## src/hdl/lpfs_pkg.sv

```systemverilog
// Shared types, constants and register map for the LED palette fade sequencer.
package lpfs_pkg;

  localparam int PALETTE_SIZE = 6;
  localparam int CHAN_W       = 8;
  localparam int STEP_W       = 9;
  localparam int TICK_W       = 16;
  localparam int IDX_W        = 3;
  localparam int COUNT_W      = 3;
  localparam int RGB_W        = 24;
  localparam int ADDR_W       = 5;
  localparam int DATA_W       = 32;
  localparam int BITCNT_W     = $clog2(CHAN_W);

  localparam logic [COUNT_W-1:0] COLOR_COUNT_RESET = 3'd6;
  localparam logic [TICK_W-1:0]  STEPS_RESET       = 16'd64;

  localparam logic [RGB_W-1:0] PALETTE_RESET [PALETTE_SIZE] = '{
    24'h800040, 24'h404080, 24'h004080, 24'h008080, 24'h008040, 24'h400080
  };

  localparam logic [CHAN_W-1:0] INVERT_OFFSET = 8'h80;

  // fade starts from black toward entry 0
  localparam logic [STEP_W-1:0] RED_STEP_RESET   =
    STEP_W'(PALETTE_RESET[0][23:16] / STEPS_RESET);
  localparam logic [STEP_W-1:0] GREEN_STEP_RESET =
    STEP_W'(PALETTE_RESET[0][15:8] / STEPS_RESET);
  localparam logic [STEP_W-1:0] BLUE_STEP_RESET  =
    STEP_W'(PALETTE_RESET[0][7:0] / STEPS_RESET);

  // register indexes
  localparam logic [2:0] REG_COLOR_COUNT     = 3'd0;
  localparam logic [2:0] REG_STEPS_PER_COLOR = 3'd1;
  localparam logic [2:0] REG_PALETTE_0       = 3'd2;
  localparam logic [2:0] REG_PALETTE_5       = 3'd7;

  // channel codes
  localparam logic [1:0] CH_RED   = 2'd0;
  localparam logic [1:0] CH_GREEN = 2'd1;
  localparam logic [1:0] CH_BLUE  = 2'd2;

  typedef enum logic [2:0] {
    ST_IDLE,
    ST_RD_CUR,
    ST_RD_NXT,
    ST_LOAD,
    ST_DIVIDE,
    ST_STORE,
    ST_FINISH
  } state_t;

  typedef struct packed {
    logic       capture;
    logic       rd_en;
    logic       rd_next;
    logic       from_load;
    logic       div_load;
    logic       div_iter;
    logic       step_write;
    logic [1:0] chan;
    logic       commit;
  } cmd_t;

  typedef struct packed {
    logic advance;
    logic out_free;
  } status_t;

endpackage

```

## src/hdl/lpfs_regs.sv

```systemverilog
// Configuration registers and palette memory with APB-style access.
module lpfs_regs (
  input  logic                                clk,
  input  logic                                rst,
  input  logic                                psel,
  input  logic                                penable,
  input  logic                                pwrite,
  input  logic [lpfs_pkg::ADDR_W-1:0]         paddr,
  input  logic [lpfs_pkg::DATA_W-1:0]         pwdata,
  output logic [lpfs_pkg::DATA_W-1:0]         prdata,
  output logic                                pready,
  output logic [lpfs_pkg::COUNT_W-1:0]        color_count,
  output logic [lpfs_pkg::TICK_W-1:0]         steps_per_color,
  input  logic                                rd_en,
  input  logic [lpfs_pkg::IDX_W-1:0]          rd_addr,
  output logic [lpfs_pkg::RGB_W-1:0]          rd_data
);

  logic [lpfs_pkg::RGB_W-1:0]        palette_mem [lpfs_pkg::PALETTE_SIZE];
  logic [lpfs_pkg::PALETTE_SIZE-1:0] palette_written;
  logic [2:0]                        reg_idx;
  logic [lpfs_pkg::IDX_W-1:0]        pal_idx;
  logic                              wr;
  logic                              setup_rd;
  logic                              is_pal;

  assign pready   = 1'b1;
  assign reg_idx  = paddr[4:2];
  assign pal_idx  = reg_idx - lpfs_pkg::REG_PALETTE_0;
  assign is_pal   = (reg_idx >= lpfs_pkg::REG_PALETTE_0);
  assign wr       = psel & penable & pwrite & pready;
  assign setup_rd = psel & ~penable;

  always_ff @(posedge clk) begin
    if (rst) begin
      color_count     <= lpfs_pkg::COLOR_COUNT_RESET;
      steps_per_color <= lpfs_pkg::STEPS_RESET;
      palette_written <= '0;
    end else if (wr) begin
      case (reg_idx) inside
        lpfs_pkg::REG_COLOR_COUNT:     color_count <= pwdata[lpfs_pkg::COUNT_W-1:0];
        lpfs_pkg::REG_STEPS_PER_COLOR: steps_per_color <= pwdata[lpfs_pkg::TICK_W-1:0];
        [lpfs_pkg::REG_PALETTE_0:lpfs_pkg::REG_PALETTE_5]: palette_written[pal_idx] <= 1'b1;
        default: ;
      endcase
    end
  end

  always_ff @(posedge clk) begin
    if (wr && is_pal) begin
      palette_mem[pal_idx] <= pwdata[lpfs_pkg::RGB_W-1:0];
    end
  end

  // unwritten entries read as their reset color
  always_ff @(posedge clk) begin
    if (rd_en) begin
      rd_data <= palette_written[rd_addr] ? palette_mem[rd_addr]
                                          : lpfs_pkg::PALETTE_RESET[rd_addr];
    end
  end

  always_ff @(posedge clk) begin
    if (setup_rd) begin
      case (reg_idx) inside
        lpfs_pkg::REG_COLOR_COUNT:     prdata <= lpfs_pkg::DATA_W'(color_count);
        lpfs_pkg::REG_STEPS_PER_COLOR: prdata <= lpfs_pkg::DATA_W'(steps_per_color);
        [lpfs_pkg::REG_PALETTE_0:lpfs_pkg::REG_PALETTE_5]: begin
          prdata <= lpfs_pkg::DATA_W'(palette_written[pal_idx] ? palette_mem[pal_idx]
                                       : lpfs_pkg::PALETTE_RESET[pal_idx]);
        end
        default: prdata <= '0;
      endcase
    end
  end

endmodule

```

## src/hdl/lpfs_ctrl.sv

```systemverilog
// Sequencer state machine: accept, palette reads, per-channel divide, commit.
module lpfs_ctrl (
  input  logic              clk,
  input  logic              rst,
  input  logic              tick_valid,
  output logic              tick_stall,
  input  lpfs_pkg::status_t status,
  output lpfs_pkg::cmd_t    cmd
);

  lpfs_pkg::state_t                state, state_next;
  logic [1:0]                      chan, chan_next;
  logic [lpfs_pkg::BITCNT_W-1:0]   bit_cnt, bit_cnt_next;

  always_ff @(posedge clk) begin
    if (rst) begin
      state   <= lpfs_pkg::ST_IDLE;
      chan    <= lpfs_pkg::CH_RED;
      bit_cnt <= '0;
    end else begin
      state   <= state_next;
      chan    <= chan_next;
      bit_cnt <= bit_cnt_next;
    end
  end

  always_comb begin
    state_next   = state;
    chan_next    = chan;
    bit_cnt_next = bit_cnt;
    cmd          = '0;
    cmd.chan     = chan;
    tick_stall   = 1'b1;
    case (state)
      lpfs_pkg::ST_IDLE: begin
        tick_stall = 1'b0;
        if (tick_valid) begin
          cmd.capture = 1'b1;
          state_next  = status.advance ? lpfs_pkg::ST_RD_CUR : lpfs_pkg::ST_FINISH;
        end
      end
      lpfs_pkg::ST_RD_CUR: begin
        cmd.rd_en  = 1'b1;
        state_next = lpfs_pkg::ST_RD_NXT;
      end
      lpfs_pkg::ST_RD_NXT: begin
        cmd.rd_en     = 1'b1;
        cmd.rd_next   = 1'b1;
        cmd.from_load = 1'b1;
        state_next    = lpfs_pkg::ST_LOAD;
      end
      lpfs_pkg::ST_LOAD: begin
        cmd.div_load = 1'b1;
        bit_cnt_next = '0;
        state_next   = lpfs_pkg::ST_DIVIDE;
      end
      lpfs_pkg::ST_DIVIDE: begin
        cmd.div_iter = 1'b1;
        bit_cnt_next = bit_cnt + 1'b1;
        if (bit_cnt == lpfs_pkg::BITCNT_W'(lpfs_pkg::CHAN_W - 1)) begin
          state_next = lpfs_pkg::ST_STORE;
        end
      end
      lpfs_pkg::ST_STORE: begin
        cmd.step_write = 1'b1;
        if (chan == lpfs_pkg::CH_BLUE) begin
          chan_next  = lpfs_pkg::CH_RED;
          state_next = lpfs_pkg::ST_FINISH;
        end else begin
          chan_next  = chan + 1'b1;
          state_next = lpfs_pkg::ST_LOAD;
        end
      end
      lpfs_pkg::ST_FINISH: begin
        if (status.out_free) begin
          cmd.commit = 1'b1;
          state_next = lpfs_pkg::ST_IDLE;
        end
      end
      default: state_next = lpfs_pkg::ST_IDLE;
    endcase
  end

`ifndef SYNTHESIS
  a_adv_path: assert property (@(posedge clk) disable iff (rst)
    (tick_valid && !tick_stall && status.advance) |=> state == lpfs_pkg::ST_RD_CUR)
    else $error("advance tick did not start palette reads");

  a_hold_path: assert property (@(posedge clk) disable iff (rst)
    (tick_valid && !tick_stall && !status.advance) |=> state == lpfs_pkg::ST_FINISH)
    else $error("plain tick did not go straight to commit");

  a_bitcnt: assert property (@(posedge clk) disable iff (rst)
    (state != lpfs_pkg::ST_DIVIDE) |-> (bit_cnt == '0))
    else $error("divide counter left nonzero outside divide");

  a_chan: assert property (@(posedge clk) disable iff (rst)
    (state == lpfs_pkg::ST_FINISH) |-> (chan == lpfs_pkg::CH_RED))
    else $error("channel counter not rewound at commit");
`endif

endmodule

```

## src/hdl/lpfs_dp.sv

```systemverilog
// Fade state, shared serial step divider and result register.
module lpfs_dp (
  input  logic                          clk,
  input  logic                          rst,
  input  logic [3:0]                    pressed_quadrants,
  input  lpfs_pkg::cmd_t                cmd,
  output lpfs_pkg::status_t             status,
  input  logic [lpfs_pkg::COUNT_W-1:0]  color_count,
  input  logic [lpfs_pkg::TICK_W-1:0]   steps_per_color,
  output logic                          rd_en,
  output logic [lpfs_pkg::IDX_W-1:0]    rd_addr,
  input  logic [lpfs_pkg::RGB_W-1:0]    rd_data,
  output logic                          result_valid,
  input  logic                          result_stall,
  output logic [7:0]                    q0_red,
  output logic [7:0]                    q0_green,
  output logic [7:0]                    q0_blue,
  output logic [7:0]                    q1_red,
  output logic [7:0]                    q1_green,
  output logic [7:0]                    q1_blue,
  output logic [7:0]                    q2_red,
  output logic [7:0]                    q2_green,
  output logic [7:0]                    q2_blue,
  output logic [7:0]                    q3_red,
  output logic [7:0]                    q3_green,
  output logic [7:0]                    q3_blue
);

  localparam int CW = lpfs_pkg::CHAN_W;
  localparam int SW = lpfs_pkg::STEP_W;
  localparam int TW = lpfs_pkg::TICK_W;
  localparam int IW = lpfs_pkg::IDX_W;

  logic [3:0]                  pressed;
  logic [CW-1:0]               fade_red, fade_green, fade_blue;
  logic [SW-1:0]               red_step, green_step, blue_step;
  logic [IW-1:0]               palette_index;
  logic [TW-1:0]               tick_count;
  logic [lpfs_pkg::RGB_W-1:0]  from_rgb;
  logic [TW-1:0]               rem;
  logic [CW-1:0]               dq;
  logic                        neg;
  logic [3:0]                  out_pressed;
  logic [CW-1:0]               out_red, out_green, out_blue;

  logic [TW-1:0]                   eff_steps;
  logic [lpfs_pkg::COUNT_W-1:0]    eff_count;
  logic [TW:0]                     tick_inc;
  logic [IW:0]                     idx_inc;
  logic [IW-1:0]                   nxt_idx;
  logic [IW-1:0]                   cur_idx;
  logic [CW-1:0]                   from_c, to_c, mag;
  logic [CW:0]                     diff, neg_diff, quot, step_val;
  logic [TW:0]                     trial, trial_sub;
  logic                            ge;

  function automatic logic [7:0] shade(input logic p, input logic [7:0] c);
    return p ? ((~c) - lpfs_pkg::INVERT_OFFSET) : c;
  endfunction

  always_comb begin
    eff_steps = (steps_per_color == '0) ? TW'(1) : steps_per_color;
    if (color_count == '0) begin
      eff_count = lpfs_pkg::COUNT_W'(1);
    end else if (color_count > lpfs_pkg::COUNT_W'(lpfs_pkg::PALETTE_SIZE)) begin
      eff_count = lpfs_pkg::COUNT_W'(lpfs_pkg::PALETTE_SIZE);
    end else begin
      eff_count = color_count;
    end
    tick_inc = {1'b0, tick_count} + 1'b1;
    idx_inc  = {1'b0, palette_index} + 1'b1;
    nxt_idx  = (idx_inc >= {1'b0, eff_count}) ? '0 : idx_inc[IW-1:0];
    cur_idx  = (palette_index < IW'(lpfs_pkg::PALETTE_SIZE)) ? palette_index : '0;
    status.advance  = (tick_inc >= {1'b0, eff_steps});
    status.out_free = ~result_valid | ~result_stall;
    rd_en   = cmd.rd_en;
    rd_addr = cmd.rd_next ? nxt_idx : cur_idx;

    case (cmd.chan)
      lpfs_pkg::CH_RED: begin
        from_c = from_rgb[23:16];
        to_c   = rd_data[23:16];
      end
      lpfs_pkg::CH_GREEN: begin
        from_c = from_rgb[15:8];
        to_c   = rd_data[15:8];
      end
      default: begin
        from_c = from_rgb[7:0];
        to_c   = rd_data[7:0];
      end
    endcase
    diff     = {1'b0, to_c} - {1'b0, from_c};
    neg_diff = '0 - diff;
    mag      = diff[CW] ? neg_diff[CW-1:0] : diff[CW-1:0];

    trial     = {rem, dq[CW-1]};
    trial_sub = trial - {1'b0, eff_steps};
    ge        = (trial >= {1'b0, eff_steps});

    quot     = {1'b0, dq};
    step_val = neg ? ('0 - quot) : quot;
  end

  always_ff @(posedge clk) begin
    if (cmd.capture) begin
      pressed <= pressed_quadrants;
    end
    if (cmd.from_load) begin
      from_rgb <= rd_data;
    end
    if (cmd.div_load) begin
      rem <= '0;
      dq  <= mag;
      neg <= diff[CW];
    end else if (cmd.div_iter) begin
      rem <= ge ? trial_sub[TW-1:0] : trial[TW-1:0];
      dq  <= {dq[CW-2:0], ge};
    end
    if (cmd.commit) begin
      out_pressed <= pressed;
      out_red     <= fade_red;
      out_green   <= fade_green;
      out_blue    <= fade_blue;
    end
  end

  always_ff @(posedge clk) begin
    if (rst) begin
      fade_red      <= '0;
      fade_green    <= '0;
      fade_blue     <= '0;
      red_step      <= lpfs_pkg::RED_STEP_RESET;
      green_step    <= lpfs_pkg::GREEN_STEP_RESET;
      blue_step     <= lpfs_pkg::BLUE_STEP_RESET;
      palette_index <= '0;
      tick_count    <= '0;
      result_valid  <= 1'b0;
    end else begin
      if (cmd.step_write) begin
        case (cmd.chan)
          lpfs_pkg::CH_RED:   red_step   <= step_val;
          lpfs_pkg::CH_GREEN: green_step <= step_val;
          default:            blue_step  <= step_val;
        endcase
      end
      if (cmd.commit) begin
        fade_red   <= fade_red + red_step[CW-1:0];
        fade_green <= fade_green + green_step[CW-1:0];
        fade_blue  <= fade_blue + blue_step[CW-1:0];
        if (status.advance) begin
          palette_index <= nxt_idx;
          tick_count    <= TW'(1);
        end else begin
          tick_count <= tick_inc[TW-1:0];
        end
      end
      if (cmd.commit) begin
        result_valid <= 1'b1;
      end else if (!result_stall) begin
        result_valid <= 1'b0;
      end
    end
  end

  assign q0_red   = shade(out_pressed[0], out_red);
  assign q0_green = shade(out_pressed[0], out_green);
  assign q0_blue  = shade(out_pressed[0], out_blue);
  assign q1_red   = shade(out_pressed[1], out_red);
  assign q1_green = shade(out_pressed[1], out_green);
  assign q1_blue  = shade(out_pressed[1], out_blue);
  assign q2_red   = shade(out_pressed[2], out_red);
  assign q2_green = shade(out_pressed[2], out_green);
  assign q2_blue  = shade(out_pressed[2], out_blue);
  assign q3_red   = shade(out_pressed[3], out_red);
  assign q3_green = shade(out_pressed[3], out_green);
  assign q3_blue  = shade(out_pressed[3], out_blue);

endmodule

```

## src/hdl/led_palette_fade_sequencer_core.sv

```systemverilog
// Top level of the LED palette fade sequencer: registers, controller, datapath.
//
// Each item on the tick channel (tick_valid / tick_stall) is one update tick
// carrying pressed_quadrants. For every tick one item leaves on the result
// channel (result_valid / result_stall): an RGB color per quadrant, the fade
// color or its inverse (127 - c) for a pressed quadrant, sampled before the
// fade advances. Configuration goes through the APB-style port; write it only
// while no tick is in flight.
// A tick that stays on the current palette entry goes from accept straight to
// the commit state. A tick that moves to the next entry first does two palette
// memory reads, then three passes (red, green, blue) of one shared 8-iteration
// serial divider, each pass loading, iterating and storing one channel step.
// A new tick is accepted once the previous one has committed its result.
// A held result waits in the output register while result_stall is high; the
// next tick is still accepted and processed, and waits to commit until the
// output register is free.
// Reset (rst, synchronous) restores the register defaults, blanks the fade to
// black aimed at palette entry 0 and empties the output register.
module led_palette_fade_sequencer_core (
  input  logic                          clk,
  input  logic                          rst,
  input  logic                          psel,
  input  logic                          penable,
  input  logic                          pwrite,
  input  logic [lpfs_pkg::ADDR_W-1:0]   paddr,
  input  logic [lpfs_pkg::DATA_W-1:0]   pwdata,
  output logic [lpfs_pkg::DATA_W-1:0]   prdata,
  output logic                          pready,
  input  logic                          tick_valid,
  output logic                          tick_stall,
  input  logic [3:0]                    pressed_quadrants,
  output logic                          result_valid,
  input  logic                          result_stall,
  output logic [7:0]                    q0_red,
  output logic [7:0]                    q0_green,
  output logic [7:0]                    q0_blue,
  output logic [7:0]                    q1_red,
  output logic [7:0]                    q1_green,
  output logic [7:0]                    q1_blue,
  output logic [7:0]                    q2_red,
  output logic [7:0]                    q2_green,
  output logic [7:0]                    q2_blue,
  output logic [7:0]                    q3_red,
  output logic [7:0]                    q3_green,
  output logic [7:0]                    q3_blue
);

  lpfs_pkg::cmd_t                   cmd;
  lpfs_pkg::status_t                status;
  logic [lpfs_pkg::COUNT_W-1:0]     color_count;
  logic [lpfs_pkg::TICK_W-1:0]      steps_per_color;
  logic                             rd_en;
  logic [lpfs_pkg::IDX_W-1:0]       rd_addr;
  logic [lpfs_pkg::RGB_W-1:0]       rd_data;

  lpfs_regs u_regs (
    .clk             (clk),
    .rst             (rst),
    .psel            (psel),
    .penable         (penable),
    .pwrite          (pwrite),
    .paddr           (paddr),
    .pwdata          (pwdata),
    .prdata          (prdata),
    .pready          (pready),
    .color_count     (color_count),
    .steps_per_color (steps_per_color),
    .rd_en           (rd_en),
    .rd_addr         (rd_addr),
    .rd_data         (rd_data)
  );

  lpfs_ctrl u_ctrl (
    .clk        (clk),
    .rst        (rst),
    .tick_valid (tick_valid),
    .tick_stall (tick_stall),
    .status     (status),
    .cmd        (cmd)
  );

  lpfs_dp u_dp (
    .clk               (clk),
    .rst               (rst),
    .pressed_quadrants (pressed_quadrants),
    .cmd               (cmd),
    .status            (status),
    .color_count       (color_count),
    .steps_per_color   (steps_per_color),
    .rd_en             (rd_en),
    .rd_addr           (rd_addr),
    .rd_data           (rd_data),
    .result_valid      (result_valid),
    .result_stall      (result_stall),
    .q0_red            (q0_red),
    .q0_green          (q0_green),
    .q0_blue           (q0_blue),
    .q1_red            (q1_red),
    .q1_green          (q1_green),
    .q1_blue           (q1_blue),
    .q2_red            (q2_red),
    .q2_green          (q2_green),
    .q2_blue           (q2_blue),
    .q3_red            (q3_red),
    .q3_green          (q3_green),
    .q3_blue           (q3_blue)
  );

endmodule
```

## config.mk

```make
export PLATFORM = sky130hd
export DESIGN_NAME = led_palette_fade_sequencer_core
export DESIGN_NICKNAME = d
export VERILOG_FILES = /design/src/hdl/lpfs_pkg.sv /design/src/hdl/lpfs_regs.sv /design/src/hdl/lpfs_ctrl.sv /design/src/hdl/lpfs_dp.sv /design/src/hdl/led_palette_fade_sequencer_core.sv
export SDC_FILE = /design/constraint.sdc
export NUM_CORES = 1
export LEC_CHECK = 0
export BUFFER_PORTS_ARGS = -buffer_cell sky130_fd_sc_hd__clkbuf_2
export CAP_MARGIN = 15
export CORE_UTILIZATION = 65
export DETAILED_ROUTE_END_ITERATION = 6
export HOLD_SLACK_MARGIN = 0.1
export PLACE_DENSITY_LB_ADDON = 0.08
export SETUP_SLACK_MARGIN = 0.15
export SYNTH_ARGS = -nofsm -noshare
export SYNTH_HDL_FRONTEND = slang
export SYNTH_SLANG_ARGS = --single-unit
```

## constraint.sdc

```tcl
create_clock -name clk -period 9.8 [get_ports clk]
set_input_delay 1.47 -clock clk [delete_from_list [all_inputs] [get_ports clk]]
set_output_delay 1.47 -clock clk [all_outputs]
set_load 0.02 [all_outputs]
```

==> results of run 1 <==
==> where the power goes <==
part / internal, mW / total [mW] / switching (mW)
Combinational: 0.395 / 1.02 / 0.628
Clock: 0.935 / 1.54 / 0.605
Sequential: 1.82 / 1.91 / 0.0825
Total: 3.15 / 4.47 / 1.31
==> through the flow <==
step | power (mW) | hold WS, ps | std cells | setup slack (ps) | instance area (um^2)
after global routing | 4.66 | 435 | 2335 | 5060 | 21900
after floorplan | 2.69 | 400 | 1816 | 5220 | 19700
after detailed placement | 2.94 | 406 | 2263 | 4700 | 20600
final | 4.47 | 419 | 2336 | 5200 | 21900
after CTS | 4.47 | 423 | 2335 | 5240 | 21900
after global placement | 2.91 | 407 | 2263 | 4830 | 20600
==> worst register-to-register path: stages, from the launching register on <==
cell and delay (ps):
dfxtp_1 460, ha_1 290, xor2_1 100, ha_1 320
nand2_1 60, o21ai_2 340, o21ai_1 150, a41oi_2 1000
o21ai_1 190, a32o_1 270, buf_4 240, a311oi_1 740
==> area by class of cell <==
type	count	area, um^2	share of cell area (%)
antenna	1	2.50	0.0114
clock buffer	56	1120	5.13
clock inverter	16	223	1.02
inverter	56	211	0.965
multi-input combinational	1262	8840	40.3
sequential	374	10100	45.9
tap	390	488	2.23
timing repair buffer	181	966	4.41
==> layout by cell type (no fill, tap or decap), types with 15 or more instances in the layout <==
master,instances
mux2i_1,107
ha_1,83
dfxtp_1,117
o21ai_0,78
xnor2_1,35
clkbuf_2,157
mux4_2,27
nor2b_1,25
clkbuf_16,42
a211oi_1,31
nand2_1,236
a21oi_1,135
edfxtp_1,257
buf_4,24
xor2_1,107
inv_1,54
nand3_1,15
o21a_1,15
nor3_1,19
nor2_1,132
a311oi_1,19
==> sequential cells by signal (all words and copies together) (netlist names), 16 cells and up <==
signal	count
u_dp.from_rgb	24
u_regs.rd_data	24
u_regs.steps_per_color	16
u_regs.palette_mem	144
u_dp.rem	16
u_regs.prdata	24
u_dp.tick_count	16
==> logic make-up (layout without fill, tap and decap cells) <==
logic type / Yosys count / in the layout / share of synthesized area (%)
AND/OR/NAND/NOR: 506 / 506 / 11.4
buffers and inverters: 180 / 309 / 4.14
XOR/XNOR: 142 / 142 / 6.34
flip-flops: 374 / 374 / 51.3
multiplexers: 139 / 139 / 8.84
AO/OA/AOI/OAI: 377 / 377 / 12.2
adder cells (fa/ha/maj): 89 / 89 / 5.85
other: 2 / 10 / 0.0383
==> per-layer routing <==
metal	global-route usage (%)	routed length [um]	vias to the layer above
met2	49.1	21900	494
met3	4.83	3290	87
met4	9.38	1130	0
met1	40.3	19600	6991
met5	0	0	-
li1	-	-	6708
==> worst min-delay path by stage <==
stage	start	to	cells after the start
after global routing	u_dp.pressed[2]	u_dp.out_pressed[2]	0
after floorplan	u_dp.pressed[0]	u_dp.out_pressed[0]	0
final	u_dp.pressed[1]	u_dp.out_pressed[1]	0
after global placement	u_dp.pressed[2]	u_dp.out_pressed[2]	0
after CTS	u_dp.pressed[1]	u_dp.out_pressed[1]	0
after detailed placement	u_dp.pressed[1]	u_dp.out_pressed[1]	0
==> impl_metrics.env, run 1 <==
export IMPL_status="finished clean"
export IMPL_grt_pass1_vias=13796
export IMPL_hp_class="reg -> reg"
export IMPL_finClkSkew_ps=10.7
export IMPL_dr_total_vias=14280
export IMPL_crit_arrival_ps=4850
export IMPL_path_delay_family="buffers and inverters"
export IMPL_core_area_um2=29600
export IMPL_pin_count=179
export IMPL_critPathKind="in -> reg"
export IMPL_max_slew_margin_pct=20.6
export IMPL_dieArea_um2=30900
export IMPL_worstPathRequired_ps=10050
export IMPL_maxCapViolations=0
export IMPL_cts_setup_buffers=0
export IMPL_worst_slew_pin_slew_ps=1190
export IMPL_max_freq_mhz=218
export IMPL_drtIter0Drc=1057
export IMPL_dieWidth_um=176
export IMPL_leakage_nw=8.83
export IMPL_slew_violations=0
export IMPL_period_minus_slack_ps=4600
export IMPL_cts_hold_buffers=0
export IMPL_critPathCaptureType="register"
export IMPL_worst_path_max_fanout=48
export IMPL_drtAntennaViolNets=0
export IMPL_via_per_inst=6.11
export IMPL_reg2reg_to="u_regs.rd_data[11]"
export IMPL_drc=0
export IMPL_seq_area_frac_synth_pct=51.3
export IMPL_ir_drop_uv=196
export IMPL_cp_slowest_cell="a21oi_1"
export IMPL_path_cells="clkbuf_2 > buf_4 > inv_1 > ha_1 > buf_4 > and3_1 > a21oi_1 > or2_2 > o21ai_0"
export IMPL_nets=2051
export IMPL_r2r_cells=11
export IMPL_row_count=63
export IMPL_cpMostUsedCell="buf_4"
export IMPL_finalCritPeriodShare_pct=46.9
export IMPL_rsz0062_at_grt="false"
export IMPL_fillCellCount=2095
export IMPL_avgSynthCellArea_um2=10.8
export IMPL_crit_cells=9
export IMPL_area_growth_pct=11.6
export IMPL_ys_ff_latch=374
export IMPL_drive_gt1_share_pct=15.4
export IMPL_path_clk_slew_ps=60
export IMPL_yosysMostFrequentCell="edfxtp_1"
export IMPL_async_flop_share_pct=0
export IMPL_synth_main_ff_cell="edfxtp_1"
export IMPL_cts_sinks=374
export IMPL_gp_congestion=0.882
export IMPL_yosys_area_top_type_share_pct=39.3
export IMPL_cts_max_path_buffers=3
export IMPL_slowest_delay_ps=860
export IMPL_antenna_found_initial=1
export IMPL_hold_viol_final=0
export IMPL_drt_total_wl_um=46000
export IMPL_yosys_warnings=0
export IMPL_setup_tns_ps=0
export IMPL_synth_common_cells="edfxtp_1 (257), nand2_1 (237), nor2_1 (137)"
export IMPL_r2r_start="u_dp.palette_index[0]"
export IMPL_cts_inserted_buffers=40
export IMPL_htree_levels=2
export IMPL_synth_edf_count=257
export IMPL_power_density_nw_per_um2=204
export IMPL_reg2reg_setup_slack_ps=5330
export IMPL_synth_area_leaders="edfxtp_1 (39%), dfxtp_1 (12%), mux2i_1 (5.5%)"
export IMPL_clock_latency_ps=530
export IMPL_grtUsageTotal_pct=29.8
export IMPL_initial_core_util_pct=66.2
export IMPL_syn_cell_area_um2=19600
export IMPL_io_buffer_count=159
export IMPL_cts_resized=0
export IMPL_cts_tree="done"
export IMPL_grt_pass1_wl_um=71700
export IMPL_synth_distinct_cells=77
export IMPL_startpoint_type="input port"
export IMPL_die_y_um=176
export IMPL_cp_num_buf_inv=4
export IMPL_fin_util_pct=73.9
export IMPL_overflow=0
export IMPL_dp_hpwl_um=30400
export IMPL_startpoint="paddr[3]"
export IMPL_root_buffer="clkbuf_16"
export IMPL_wl_per_cell_um=19.7
export IMPL_crit_path_end="u_regs.prdata[11]"
export IMPL_grt_max_degree=100
export IMPL_syn_instance_count=1809
export IMPL_yosysTopAreaCell="edfxtp_1"
export IMPL_setup_viol=0
export IMPL_dr_pass1_iters=5
(Power assumes the default switching activity.)
==> inputs of run 2 (changes only) <==
Settings changed: CORE_UTILIZATION 65 to 54.
Clock period 9.8 ns to 4 ns, I/O delays scaled along.
==> impl_metrics.env, run 2 (synthesis results as in run 1) <==
export IMPL_finalCritPeriodShare_pct=91.2
export IMPL_critPathCaptureType="register"
export IMPL_cts_sinks=374
export IMPL_hold_viol_final=0
export IMPL_violations="design-rule violations"
export IMPL_cts_resized=0
export IMPL_clock_latency_ps=530
export IMPL_antenna_found_initial=0
export IMPL_drtIter0Drc=1024
export IMPL_area_growth_pct=13.2
export IMPL_grt_pass1_vias=13325
export IMPL_startpoint_type="register"
export IMPL_status="finished with violations"
export IMPL_fillCellCount=2896
export IMPL_worstPathRequired_ps=4450
export IMPL_cts_max_path_buffers=3
export IMPL_largest_register_ffs=144
export IMPL_power_density_nw_per_um2=488
export IMPL_cts_inserted_buffers=40
export IMPL_dp_hpwl_um=32200
export IMPL_hp_class="in -> reg"
export IMPL_dieArea_um2=37100
export IMPL_ir_drop_uv=423
export IMPL_dr_pass1_iters=7
export IMPL_io_buffer_count=159
export IMPL_via_per_inst=5.76
export IMPL_maxCapViolations=0
export IMPL_cts_tree="done"
export IMPL_dr_total_vias=13997
export IMPL_gp_congestion=0.874
export IMPL_worst_path_max_fanout=22
export IMPL_grtUsageTotal_pct=25.3
export IMPL_period_minus_slack_ps=3650
export IMPL_setup_tns_ps=0
export IMPL_mostFrequentLayoutCells="edfxtp_1 (257), nand2_1 (235), clkbuf_2 (157)"
export IMPL_drt_total_wl_um=46600
export IMPL_slew_violations=0
export IMPL_path_clk_slew_ps=60
export IMPL_setup_viol=0
export IMPL_drive_gt1_share_pct=17.3
export IMPL_worst_slew_pin_slew_ps=1130
export IMPL_die_y_um=193
export IMPL_cts_hold_buffers=0
export IMPL_top_register="u_regs.palette_mem"
export IMPL_max_slew_margin_pct=24.7
export IMPL_dieWidth_um=193
export IMPL_max_freq_mhz=274
export IMPL_critPathKind="reg -> reg"
export IMPL_overflow=0
export IMPL_pin_count=179
export IMPL_nets=2078
export IMPL_rsz0062_at_grt="false"
export IMPL_drc=58
export IMPL_leakage_nw=8.94
export IMPL_drtAntennaViolNets=0
export IMPL_final_common_cell="edfxtp_1"
export IMPL_initial_core_util_pct=55.0
export IMPL_crit_arrival_ps=4100
export IMPL_htree_levels=2
export IMPL_core_area_um2=35700
export IMPL_row_count=69
export IMPL_cts_setup_buffers=0
export IMPL_finClkSkew_ps=14.0
export IMPL_wl_per_cell_um=19.2
export IMPL_grt_max_degree=59
export IMPL_grt_pass1_wl_um=72200
export IMPL_root_buffer="clkbuf_16"
export IMPL_whs_ps=252
==> run 2: cell count changes in the layout (fill, tap and decap cells not counted), moves of 3 or more <==
cell,before,now
a311oi_1,19,16
dfxtp_2,0,4
nor2_4,3,0
nor2_2,2,5
a311oi_2,0,3
and3_1,11,7
buf_4,24,47
dfxtp_1,117,113
==> run 2: path summary, 6_finish.rpt <==
| kind | startpoint | end | slack, ps | depth (start not counted) |
|---|---|---|---|---|
| max | u_dp.tick_count[0] | u_dp.palette_index[0] | 350 | 15 |
| min | pressed_quadrants[1] | u_dp.pressed[1] | 250 | 1 |
| min reg2reg | u_dp.pressed[0] | u_dp.out_pressed[0] | 420 | 0 |
| max reg2reg | u_dp.tick_count[0] | u_dp.palette_index[0] | 350 | 15 |
==> run 2: layout make-up <==
cell class	count	area (um^2)	share of cell area, %
multi-input cells	1262	8890	40.0
repair buffers	208	1200	5.41
flip-flops and latches	374	10100	45.3
clock inverters	16	184	0.828
inverters	56	211	0.952
diodes	2	5.00	0.0225
clock buffers	52	1080	4.85
well taps	461	577	2.60
==> run 2: per-stage QoR <==
stage	util [%]	std cells	worst slack (ps)	cell area, um^2	power, mW
6_report	62.3	2431	351	22200	10.8
5_1_grt	62.3	2429	165	22200	11.4
4_1_cts	62.1	2429	203	22100	10.9
3_5_place_dp	58.5	2361	254	20900	7.27
3_3_place_gp	58.5	2361	288	20900	7.22
2_1_floorplan	-	1816	289	19700	6.59
==> run 2: worst max-delay path, stage by stage, from the launching register on <==
cell and delay, ps:
dfxtp_2 370, ha_2 220, and3_1 240, and3_2 260, and3_2 240, nand3_1 130
xnor2_2 180, ha_1 330, a41o_1 180, a31oi_1 120, o311a_1 360, o21ai_1 150
buf_6 220, nand2_2 120, or3_1 340, a21oi_1 120
==> run 2: where the power goes <==
part | total, mW | switching, mW | internal [mW]
Clock | 3.61 | 1.46 | 2.15
Combinational | 2.57 | 1.57 | 1.00
Sequential | 4.65 | 0.189 | 4.46
Total | 10.8 | 3.21 | 7.62
==> run 2: metal layers <==
metal	track usage (%)	up-vias	share of wire [%]
li1	-	6764	-
met5	0	-	0
met4	7.06	0	2.3
met2	41.2	407	46
met1	35.6	6758	45
met3	3.29	68	5.9
==> inputs of run 3 (changes only) <==
Settings changed: CORE_UTILIZATION 54 to 56, CTS_BUF_LIST from default to sky130_fd_sc_hd__clkbuf_8.
==> impl_metrics.env, run 3 (synthesis results as in run 1) <==
export IMPL_status="finished clean"
export IMPL_core_area_um2=34500
export IMPL_setup_viol=0
export IMPL_finClkSkew_ps=26.6
export IMPL_overflow=0
export IMPL_antenna_found_initial=2
export IMPL_fin_util_pct=64.2
export IMPL_dieWidth_um=189
export IMPL_io_buffer_count=159
export IMPL_htree_levels=2
export IMPL_grtUsageTotal_pct=26.6
export IMPL_gp_congestion=0.879
export IMPL_critPathCaptureType="register"
export IMPL_grt_pass1_wl_um=73800
export IMPL_r2r_start="u_dp.palette_index[0]"
export IMPL_r2r_cells=12
export IMPL_die_y_um=189
export IMPL_final_common_cell="edfxtp_1"
export IMPL_crit_cells=12
export IMPL_cts_sinks=374
export IMPL_critPathKind="reg -> reg"
export IMPL_drive_gt1_share_pct=18.4
export IMPL_nets=2105
export IMPL_period_minus_slack_ps=3640
export IMPL_worst_path_max_fanout=14
export IMPL_mostFrequentLayoutCells="edfxtp_1 (257), nand2_1 (236), clkbuf_2 (157)"
export IMPL_slowest_delay_ps=470
export IMPL_setup_tns_ps=0
export IMPL_leakage_nw=9.02
export IMPL_path_delay_family="compound AO/OA/AOI/OAI gates"
export IMPL_clock_latency_ps=650
export IMPL_via_per_inst=5.76
export IMPL_path_cells="ha_1 > xor2_1 > ha_1 > nand2_1 > o21ai_2 > o21ai_1 > a21boi_0 > a31oi_1 > a32o_1 > buf_4 > buf_4 > o21ai_0"
export IMPL_startpoint_type="register"
export IMPL_grt_pass1_vias=13613
export IMPL_drtAntennaViolNets=0
export IMPL_maxCapViolations=0
export IMPL_rsz0062_at_grt="false"
export IMPL_hp_class="in -> reg"
export IMPL_worst_slew_pin_slew_ps=1150
export IMPL_pin_count=179
export IMPL_dieArea_um2=35800
export IMPL_cts_max_path_buffers=3
export IMPL_p_total_mw=10.4
export IMPL_wl_per_cell_um=19.0
export IMPL_dp_hpwl_um=32000
export IMPL_finalCritPeriodShare_pct=91.0
export IMPL_drt_total_wl_um=47000
export IMPL_path_clk_slew_ps=60
export IMPL_grt_max_degree=100
export IMPL_crit_arrival_ps=4020
export IMPL_reg2reg_to="u_regs.rd_data[14]"
export IMPL_drtIter0Drc=1149
export IMPL_whs_endpoint="u_regs.palette_mem[0][17]"
export IMPL_initial_core_util_pct=56.8
export IMPL_top_register="u_regs.palette_mem"
export IMPL_power_density_nw_per_um2=470
export IMPL_slew_violations=0
export IMPL_reg2reg_setup_slack_ps=360
export IMPL_fillCellCount=2805
export IMPL_area_growth_pct=13.1
export IMPL_min_path_cells=1
export IMPL_cp_slowest_cell="dfxtp_1"
export IMPL_root_buffer="clkbuf_8"
export IMPL_cts_inserted_buffers=60
export IMPL_worstPathRequired_ps=4390
export IMPL_largest_register_ffs=144
export IMPL_row_count=68
export IMPL_max_freq_mhz=275
export IMPL_max_slew_margin_pct=23.2
export IMPL_ir_drop_uv=359
export IMPL_cp_num_buf_inv=2
export IMPL_hold_viol_final=0
export IMPL_drc=0
export IMPL_min_from="pwdata[17]"
export IMPL_cts_tree="done"
export IMPL_dr_total_vias=14236
export IMPL_dr_pass1_iters=5
==> run 3: worst max path at each step <==
stage	start	endpoint	slack, ps
2_1_floorplan	paddr[3]	u_regs.palette_mem[2][0]	290
3_3_place_gp	u_dp.tick_count[0]	u_dp.tick_count[13]	230
3_5_place_dp	u_dp.tick_count[0]	u_dp.tick_count[3]	140
4_1_cts	u_dp.tick_count[0]	u_dp.tick_count[13]	190
5_1_grt	u_dp.tick_count[1]	u_dp.tick_count[13]	160
6_report	u_dp.palette_index[0]	u_regs.rd_data[14]	360
==> run 3: routing by layer <==
metal	share of wire (%)	up-vias	wire, um	track usage [%]
met4	1.8	0	827	7.69
met2	48	442	22500	43.7
met3	6.3	57	2940	4.23
li1	-	6830	-	-
met1	44	6907	20700	36.4
met5	0	-	0	0
==> run 3: metrics by stage <==
step,instance area [um^2],hold slack [ps],std cells,setup slack [ps]
floorplan,19700,400,1816,289
global placement,20900,406,2358,226
detailed placement,20900,405,2358,136
CTS,22100,164,2471,191
global route,22200,175,2471,160
finish,22200,201,2473,361
==> run 3: layout make-up <==
class | instances | area, um^2 | area share, %
Timing Repair Buffer | 215 | 1290 | 5.83
Tap cell | 455 | 569 | 2.57
Clock buffer | 71 | 977 | 4.40
Inverter | 56 | 211 | 0.953
Multi-Input combinational cell | 1262 | 8880 | 40.0
Clock inverter | 38 | 195 | 0.879
Sequential cell | 374 | 10100 | 45.3
Antenna cell | 2 | 5.00 | 0.0226
==> run 3: repair_timing <==
action | in CTS | in global routing
gates resized for setup | 1 | 14
hold buffers | 4 | 0
setup buffers | 0 | 0
pin swaps | 0 | 1
endpoints found under the hold margin | 4 | 0
setup endpoints to repair | 16 | 36
==> run 3: power by group <==
part           leakage (nW)  switching [mW]  internal [mW]
clock                 0.670            1.53           1.67
combinational          5.03            1.57           1.01
sequential             3.32           0.179           4.47
total                  9.02            3.28           7.15
